$ cat src/bhpd_pkg.sv
// Shared types and protocol constants for the host packet deframer.
package bhpd_pkg;

  localparam int unsigned HDR_KEEP = 20;
  localparam int unsigned POS_W = 11;
  localparam int unsigned LEN_W = 10;
  localparam int unsigned HDR_BYTES = 4;
  localparam int unsigned VALUE_FIRST_POS = 9;

  localparam logic [7:0] START_MASK = 8'h78;
  localparam logic [7:0] LEN_HI_MASK = 8'h03;
  localparam int unsigned TYPE_BIT = 7;

  localparam logic [2:0] KIND_BAD_START = 3'd0;
  localparam logic [2:0] KIND_HELLO = 3'd1;
  localparam logic [2:0] KIND_CONNECT_RSP = 3'd2;
  localparam logic [2:0] KIND_BOOT = 3'd3;
  localparam logic [2:0] KIND_CONN_STATUS = 3'd4;
  localparam logic [2:0] KIND_PROC_DONE = 3'd5;
  localparam logic [2:0] KIND_ATTR_VALUE = 3'd6;
  localparam logic [2:0] KIND_VALUE_BYTE = 3'd7;

  localparam logic [7:0] CLS_SYSTEM = 8'd0;
  localparam logic [7:0] CLS_CONNECTION = 8'd3;
  localparam logic [7:0] CLS_ATTR_CLIENT = 8'd4;
  localparam logic [7:0] CLS_GAP = 8'd6;

  localparam logic [7:0] ID_HELLO = 8'd1;
  localparam logic [7:0] ID_CONNECT_DIRECT = 8'd3;
  localparam logic [7:0] ID_BOOT = 8'd0;
  localparam logic [7:0] ID_CONN_STATUS = 8'd0;
  localparam logic [7:0] ID_PROC_DONE = 8'd1;
  localparam logic [7:0] ID_ATTR_VALUE = 8'd5;

  typedef logic [HDR_KEEP-1:0][7:0] hdr_t;

  typedef struct packed {
    logic [2:0]  kind;
    logic [7:0]  connection;
    logic [7:0]  small_a;
    logic [7:0]  small_b;
    logic [7:0]  small_c;
    logic [15:0] word_0;
    logic [15:0] word_1;
    logic [15:0] word_2;
    logic [15:0] word_3;
    logic [15:0] word_4;
    logic [47:0] peer_address;
    logic        last;
  } res_t;

  typedef struct packed {
    logic [1:0]       cnt;
    res_t             res0;
    res_t             res1;
    logic             advance;
    logic [POS_W-1:0] position_next;
    logic             len_load;
    logic [LEN_W-1:0] len_value;
  } dec_t;

endpackage

$ cat src/bhpd_decode.sv
// Per-byte decode: packet position tracking and result assembly.
module bhpd_decode (
  input  logic [7:0]                 rx_byte,
  input  logic [bhpd_pkg::POS_W-1:0] position,
  input  logic [bhpd_pkg::LEN_W-1:0] payload_length,
  input  bhpd_pkg::hdr_t             hdr,
  output bhpd_pkg::dec_t             dec
);

  function automatic logic [15:0] le16(bhpd_pkg::hdr_t h, int unsigned i);
    return {h[i+1], h[i]};
  endfunction

  always_comb begin
    bhpd_pkg::res_t             val_res;
    bhpd_pkg::res_t             pkt_res;
    logic                       is_val;
    logic                       found;
    logic                       at_end;
    logic [bhpd_pkg::POS_W-1:0] pos_inc;
    logic [7:0]                 cls;
    logic [7:0]                 id;

    dec = '0;
    val_res = '0;
    pkt_res = '0;
    found = 1'b1;
    cls = hdr[2];
    id = hdr[3];
    pos_inc = position + bhpd_pkg::POS_W'(1);
    is_val = 1'b0;
    at_end = 1'b0;

    if (position == '0) begin
      if ((rx_byte & bhpd_pkg::START_MASK) != 8'h00) begin
        dec.cnt = 2'd1;
        dec.res0.kind = bhpd_pkg::KIND_BAD_START;
        dec.res0.last = 1'b1;
        dec.advance = 1'b0;
        dec.position_next = '0;
      end else begin
        dec.advance = 1'b1;
        dec.position_next = bhpd_pkg::POS_W'(1);
      end
    end else begin
      dec.advance = 1'b1;
      dec.position_next = pos_inc;
      is_val = (position >= bhpd_pkg::POS_W'(bhpd_pkg::VALUE_FIRST_POS)) &&
               hdr[0][bhpd_pkg::TYPE_BIT] && (cls == bhpd_pkg::CLS_ATTR_CLIENT) &&
               (id == bhpd_pkg::ID_ATTR_VALUE);
      val_res.kind = bhpd_pkg::KIND_VALUE_BYTE;
      val_res.connection = hdr[4];
      val_res.small_c = rx_byte;

      if (pos_inc == bhpd_pkg::POS_W'(2)) begin
        dec.len_load = 1'b1;
        dec.len_value = {hdr[0][1:0] & bhpd_pkg::LEN_HI_MASK[1:0], rx_byte};
      end else if (pos_inc == bhpd_pkg::POS_W'(payload_length) +
                             bhpd_pkg::POS_W'(bhpd_pkg::HDR_BYTES)) begin
        at_end = 1'b1;
        dec.position_next = '0;
        if (!hdr[0][bhpd_pkg::TYPE_BIT]) begin
          if (cls == bhpd_pkg::CLS_SYSTEM && id == bhpd_pkg::ID_HELLO) begin
            pkt_res.kind = bhpd_pkg::KIND_HELLO;
          end else if (cls == bhpd_pkg::CLS_GAP && id == bhpd_pkg::ID_CONNECT_DIRECT) begin
            pkt_res.kind = bhpd_pkg::KIND_CONNECT_RSP;
            pkt_res.word_0 = le16(hdr, 4);
            pkt_res.connection = hdr[6];
          end else begin
            found = 1'b0;
          end
        end else if (cls == bhpd_pkg::CLS_SYSTEM && id == bhpd_pkg::ID_BOOT) begin
          pkt_res.kind = bhpd_pkg::KIND_BOOT;
          pkt_res.word_0 = le16(hdr, 4);
          pkt_res.word_1 = le16(hdr, 6);
          pkt_res.word_2 = le16(hdr, 8);
          pkt_res.word_3 = le16(hdr, 10);
          pkt_res.word_4 = le16(hdr, 12);
          pkt_res.small_a = hdr[14];
          pkt_res.small_b = hdr[15];
        end else if (cls == bhpd_pkg::CLS_CONNECTION && id == bhpd_pkg::ID_CONN_STATUS) begin
          pkt_res.kind = bhpd_pkg::KIND_CONN_STATUS;
          pkt_res.connection = hdr[4];
          pkt_res.small_a = hdr[5];
          pkt_res.peer_address = {hdr[11], hdr[10], hdr[9], hdr[8], hdr[7], hdr[6]};
          pkt_res.small_b = hdr[12];
          pkt_res.word_0 = le16(hdr, 13);
          pkt_res.word_1 = le16(hdr, 15);
          pkt_res.word_2 = le16(hdr, 17);
          pkt_res.small_c = hdr[19];
        end else if (cls == bhpd_pkg::CLS_ATTR_CLIENT && id == bhpd_pkg::ID_PROC_DONE) begin
          pkt_res.kind = bhpd_pkg::KIND_PROC_DONE;
          pkt_res.connection = hdr[4];
          pkt_res.word_0 = le16(hdr, 5);
          pkt_res.word_1 = le16(hdr, 7);
        end else if (cls == bhpd_pkg::CLS_ATTR_CLIENT && id == bhpd_pkg::ID_ATTR_VALUE) begin
          pkt_res.kind = bhpd_pkg::KIND_ATTR_VALUE;
          pkt_res.connection = hdr[4];
          pkt_res.word_0 = le16(hdr, 5);
          pkt_res.small_a = hdr[7];
          if (pos_inc > bhpd_pkg::POS_W'(bhpd_pkg::VALUE_FIRST_POS)) begin
            pkt_res.word_2 =
              16'(pos_inc - bhpd_pkg::POS_W'(bhpd_pkg::VALUE_FIRST_POS));
          end
        end else begin
          found = 1'b0;
        end
      end

      if (is_val) begin
        dec.res0 = val_res;
        if (at_end && found) begin
          dec.cnt = 2'd2;
          dec.res1 = pkt_res;
          dec.res1.last = 1'b1;
        end else begin
          dec.cnt = 2'd1;
          dec.res0.last = 1'b1;
        end
      end else if (at_end && found) begin
        dec.cnt = 2'd1;
        dec.res0 = pkt_res;
        dec.res0.last = 1'b1;
      end
    end
  end

endmodule

$ cat src/ble_host_packet_deframer.sv
// Top level of the length-prefixed host packet deframer.
// Takes one serial byte per transaction on the input channel and emits packet summaries
// and attribute-value payload bytes on the output channel. A byte is registered on
// entry, then decoded and written into a two-entry result queue; the byte is held in
// its register while the queue lacks room for its results. One byte is taken
// every cycle as long as the output is drained; a byte that ends an attribute-value
// event yields two results, which fill the two-entry result queue and can hold
// back the next byte. The first 20 packet bytes are kept in flip-flops and
// cleared when a packet starts, so header bytes not received read as zero.
module ble_host_packet_deframer (
  input  logic        clk,
  input  logic        rst,
  input  logic        in_valid,
  output logic        in_ready,
  input  logic [7:0]  rx_byte,
  output logic        out_valid,
  input  logic        out_ready,
  output logic [2:0]  kind,
  output logic [7:0]  connection,
  output logic [7:0]  small_a,
  output logic [7:0]  small_b,
  output logic [7:0]  small_c,
  output logic [15:0] word_0,
  output logic [15:0] word_1,
  output logic [15:0] word_2,
  output logic [15:0] word_3,
  output logic [15:0] word_4,
  output logic [47:0] peer_address,
  output logic        last
);

  logic                       stage_valid;
  logic [7:0]                 stage_byte;
  logic [bhpd_pkg::POS_W-1:0] position;
  logic [bhpd_pkg::LEN_W-1:0] payload_length;
  bhpd_pkg::hdr_t             hdr;
  bhpd_pkg::hdr_t             hdr_next;
  bhpd_pkg::dec_t             dec;
  bhpd_pkg::res_t             queue [2];
  logic                       wr_ptr;
  logic                       rd_ptr;
  logic [1:0]                 cnt;
  logic [1:0]                 free;
  logic                       go;
  logic                       pop;
  bhpd_pkg::res_t             head;

  always_comb begin
    for (int i = 0; i < bhpd_pkg::HDR_KEEP; i++) begin
      if (position == '0) begin
        hdr_next[i] = (i == 0) ? stage_byte : 8'h00;
      end else if (position == bhpd_pkg::POS_W'(i)) begin
        hdr_next[i] = stage_byte;
      end else begin
        hdr_next[i] = hdr[i];
      end
    end
  end

  bhpd_decode u_decode (
    .rx_byte        (stage_byte),
    .position       (position),
    .payload_length (payload_length),
    .hdr            (hdr_next),
    .dec            (dec)
  );

  assign free = 2'd2 - cnt;
  assign go = stage_valid && (dec.cnt <= free);
  assign in_ready = !stage_valid || go;
  assign pop = out_valid && out_ready;

  always_ff @(posedge clk) begin
    if (rst) begin
      stage_valid <= 1'b0;
    end else if (in_ready) begin
      stage_valid <= in_valid;
    end
  end

  always_ff @(posedge clk) begin
    if (in_valid && in_ready) begin
      stage_byte <= rx_byte;
    end
  end

  always_ff @(posedge clk) begin
    if (rst) begin
      position <= '0;
      payload_length <= '0;
    end else if (go) begin
      position <= dec.position_next;
      if (dec.len_load) begin
        payload_length <= dec.len_value;
      end
    end
  end

  always_ff @(posedge clk) begin
    if (go && dec.advance) begin
      hdr <= hdr_next;
    end
  end

  always_ff @(posedge clk) begin
    if (go && dec.cnt != 2'd0) begin
      queue[wr_ptr] <= dec.res0;
    end
    if (go && dec.cnt == 2'd2) begin
      queue[~wr_ptr] <= dec.res1;
    end
  end

  always_ff @(posedge clk) begin
    if (rst) begin
      wr_ptr <= 1'b0;
      rd_ptr <= 1'b0;
      cnt <= 2'd0;
    end else begin
      if (go) begin
        wr_ptr <= wr_ptr ^ dec.cnt[0];
      end
      if (pop) begin
        rd_ptr <= ~rd_ptr;
      end
      cnt <= cnt + (go ? dec.cnt : 2'd0) - {1'b0, pop};
    end
  end

  assign head = queue[rd_ptr];
  assign out_valid = (cnt != 2'd0);
  assign kind = head.kind;
  assign connection = head.connection;
  assign small_a = head.small_a;
  assign small_b = head.small_b;
  assign small_c = head.small_c;
  assign word_0 = head.word_0;
  assign word_1 = head.word_1;
  assign word_2 = head.word_2;
  assign word_3 = head.word_3;
  assign word_4 = head.word_4;
  assign peer_address = head.peer_address;
  assign last = head.last;

  a_queue_bound: assert property (@(posedge clk) disable iff (rst) cnt != 2'd3)
    else $error("result queue count out of range");

  a_pair_order: assert property (@(posedge clk) disable iff (rst)
    go && dec.cnt == 2'd2 |->
      dec.res0.kind == bhpd_pkg::KIND_VALUE_BYTE && !dec.res0.last && dec.res1.last)
    else $error("two-result transaction out of order");

  a_bad_start_hold: assert property (@(posedge clk) disable iff (rst)
    go && position == '0 && dec.cnt != 2'd0 |=> position == '0)
    else $error("rejected start byte moved the packet position");

  a_full_stall: assert property (@(posedge clk) disable iff (rst)
    stage_valid && cnt == 2'd2 && dec.cnt != 2'd0 |-> !in_ready)
    else $error("byte accepted with no room for its results");

endmodule

$ cat config.mk
export PLATFORM = sky130hd
export DESIGN_NAME = ble_host_packet_deframer
export DESIGN_NICKNAME = d
export VERILOG_FILES = /design/src/bhpd_pkg.sv /design/src/bhpd_decode.sv /design/src/ble_host_packet_deframer.sv
export SDC_FILE = /design/constraint.sdc
export NUM_CORES = 1
export LEC_CHECK = 0
export ABC_AREA = 1
export BUFFER_PORTS_ARGS = -buffer_cell sky130_fd_sc_hd__buf_2
export CORE_MARGIN = 1
export CORE_UTILIZATION = 36
export DETAILED_ROUTE_END_ITERATION = 8
export GPL_ROUTABILITY_DRIVEN = 0
export MAX_ROUTING_LAYER = met4
export SETUP_SLACK_MARGIN = 0.1
export SKIP_LAST_GASP = 1
export SLEW_MARGIN = 20
export SYNTH_ARGS = -nofsm -noshare
export SYNTH_HDL_FRONTEND = slang
export SYNTH_SLANG_ARGS = --single-unit
$ cat constraint.sdc
create_clock -name clk -period 15.7 [get_ports clk]
set_clock_uncertainty 0.05 [all_clocks]
set_input_delay 0.785 -clock clk [delete_from_list [all_inputs] [get_ports clk]]
set_output_delay 0.785 -clock clk [all_outputs]
set_load 0.1 [all_outputs]
==> summary.txt <==
CTS
  • CTS Buf Count: 57
  • Post-CTS setup buffers: 0
  • CTS tree: done
  • Level count of the clock H-tree: 2
  • Clk buf depth: 3
  • Clock sinks: 510
  • Root Driver: clkbuf_16
  • Post-CTS sizing: 0
  • Number of hold-repair buffers added at the cts stage: 0
  • Clock latency on the worst-skew pair: 0.64 ns
  • Clock-pin slew on the worst setup and hold paths: 0.06 ns

Die
  • Die X: 272 um
  • Starting Density: 36.5%
  • Core Region: 71,900 sq um
  • Row cnt: 98
  • Die ar.: 74,000 sq um
  • Die Ht: 272 um
  • Ports: 178

Setup path
  • Critical path's slowest cell: buf_4
  • Crit. End Element: register
  • Crit path max fanout: 72
  • Worst Path Buf+Inv: 9
  • Critical path origin: position[0]
  • R2r startpoint: position[0]
  • Critical Path Most Common Cell: inv_1
  • Worst path max stage delay: 0.74 ns
  • CP Launch Type: register
  • Crit path DAT: 7.47 ns
  • Worst path required time: 15.90 ns
  • Cell family with most CP delay: buffers and inverters
  • Crit Path Class: register to register

Global routing
  • Global routing met2 resource utilization: 33.4%
  • GRT Util Overall: 20.9%
  • Met3 usage: 2.56%
  • First-pass GRT wire length: 116,000 um
  • Grt ovf: 0
  • Met1 Usage GRT: 28.0%
  • Largest net degree at the start of global routing: 165
  • Vias in the first global route: 19,000
  • GR peak layer: met2
  • Antenna violations before repair: 1

Route
  • ANT nets after route: 0
  • Routed WL: 76,500 um
  • Via count: 20,000
  • DR pass1 iterations: 5
  • DRT iter0 DRCs: 2,008
  • DRC viols: 0
  • DR vias/cell: 5.26
  • Wirelength per Cell: 20.2 um

Timing
  • Tcrit/Tclk final: 46.3%
  • Max Clk Rate: 138 MHz
  • Fin crit period: 7.27 ns
  • Setup TNS: 0 ns
  • Worst Tran Pin Value: 1.04 ns
  • Hold Vio Cnt, Final: 0
  • Hold slack: 0.291 ns
  • RSZ-0062 raised after global routing: no
  • Rel. slew slack: 30.4%
  • Final setup viols: 0
  • Pins Over Slew Limit: 0

Logic synthesis
  • Synth Warn #: 0
  • Synth Flop Type: edfxtp_1
  • Synthesized cell area: 26,200 sq um
  • Seq/Total Area, Yosys: 57.3%
  • Gate Count Post-Synth: 2,685
  • Unique masters post-synth: 48
  • Async set or reset register ratio after synthesis: 0%
  • Syn nets: 2,709
  • EDFF count, synth: 483
  • Syn_area_per_cell: 9.77 sq um
  • #FFs+latches synth: 510

Worst hold path
  • Hold_sp: rx_byte[6]
  • Hold WC Path Type: primary input to register

Layout
  • Final nets: 2,818
  • Area Overhead vs Synth: 14.2%
  • Layout cells sized above 1: 20.4%

Run
  • Max Cap Violations: 0

Power and ir drop
  • Worst vdd ir: 142 uV
  • Cell leakage power: 11.5 nW
  • PwrDens: 151 nW/um^2

Run status
  • Status: finished, final reports clean

Place
  • DP HPWL: 49,400 um
  • PortBufs: 177
-- report_power, final --
group | total, mW | leakage (nW) | switching [mW] | internal [mW]
combinational | 1.48 | 5.86 | 1.23 | 0.254
clock | 1.40 | 0.954 | 0.577 | 0.824
sequential | 1.65 | 4.71 | 0.0482 | 1.60
total | 4.54 | 11.5 | 1.85 | 2.68
-- sequential cells by signal, summed over array words and instances (netlist names), named ones only --
signal / flops
stage_valid: 1
stage_byte: 8
payload_length: 10
cnt: 2
position: 11
hdr: 147
queue: 328
rd_ptr: 1
wr_ptr: 1
-- cell usage in the layout, fill, tap and decap left out, drive strengths merged, types with 6 or more instances in the layout --
master,Yosys,routed
o221ai,12,12
ha,12,12
nand4,33,33
mux2,164,164
buf,82,212
inv,186,188
or3,7,7
dfxtp,27,27
nor2,422,422
a211oi,8,8
nand2,521,521
edfxtp,483,483
nand3,204,204
o22ai,6,6
nor3,32,32
clkinv,2,24
o21ai,173,173
clkinvlp,0,6
xor2,10,10
o21a,12,12
a31oi,10,10
bufinv,0,8
clkbuf,80,70
o211ai,16,16
a21oi,167,167
-- Yosys cell counts, drive strengths merged, types with 16 or more instances --
cell type  number  share of area, %
nor3           32              0.65
a21oi         167               3.2
mux2          164               7.0
nand3         204               4.0
inv           186               2.7
o21ai         173               3.4
buf            82               1.7
nor2          422               6.8
o211ai         16              0.46
nand2         521               7.6
dfxtp          27               2.1
nand4          33              0.84
clkbuf         80               1.1
edfxtp        483                55
-- final cells by class --
cell class / instances / area, sq um
Timing Repair Buffer: 212 / 1230
Tap cell: 950 / 1190
Inverter: 188 / 706
Multi-Input combinational cell: 1825 / 9800
Clock inverter: 38 / 464
Clock buffer: 70 / 1520
Sequential cell: 510 / 15000
Fill cell: 6998 / 41900
Antenna cell: 1 / 2.50
-- worst paths after layout --
check                                endpoint  slack (ns)  depth (start not counted)
worst max-delay path                  hdr[67]        8.43                         25
worst min-delay path            stage_byte[6]        0.29                          1
worst max register to register        hdr[67]        8.43                         25
worst min register to register    position[9]        0.43                          2
-- per-layer routing --
metal,vias to the layer above,share of wire (%)
met2,724,48
met4,0,2.7
met5,-,0
met3,118,6.8
met1,9642,43
li1,9488,-
-- worst register-to-register path: stages (launching register included) --
cell and delay, ns:
dfxtp_1 0.57, inv_1 0.17, ha_1 0.23, inv_1 0.10, nor2_4 0.06, nand3_4 0.37, buf_4 0.70, nand2_1 0.16
o21ai_2 0.16, inv_1 0.38, nor2_1 0.47, nand3_4 0.17, nand3_1 0.16, inv_2 0.12, ha_1 0.22, inv_1 0.05
nor2_1 0.06, ha_1 0.35, nand2_1 0.06, nand3_1 0.08, nand2_1 0.10, nor2_4 0.24, inv_2 0.22, a21oi_4 0.17
buf_4 0.74, buf_4 0.73
-- kinds of logic after synthesis --
group,count (synthesis),synth area share [%]
AOI/OAI and AO/OA,406,8.71
DFF,510,57.3
buffers and inverters,350,5.54
xor gates and xnor gates,12,0.401
and+or+nand+nor,1231,20.4
muxes,164,7.04
adders and majority gates,12,0.572
-- metrics by stage --
| step | total power, mW | util, % | instances | area [sq um] | worst slack [ns] |
|---|---|---|---|---|---|
| floorplan | 2.94 | - | 2685 | 26200 | 3.28 |
| global placement | 3.17 | 38.8 | 3683 | 27900 | 8.61 |
| detailed placement | 3.17 | 38.9 | 3683 | 27900 | 8.47 |
| CTS | 4.56 | 41.6 | 3791 | 29900 | 8.44 |
| global route | 4.66 | 41.7 | 3794 | 30000 | 7.76 |
| finish | 4.54 | 41.7 | 3794 | 30000 | 8.43 |
Power figures use the tool's default switching activity.
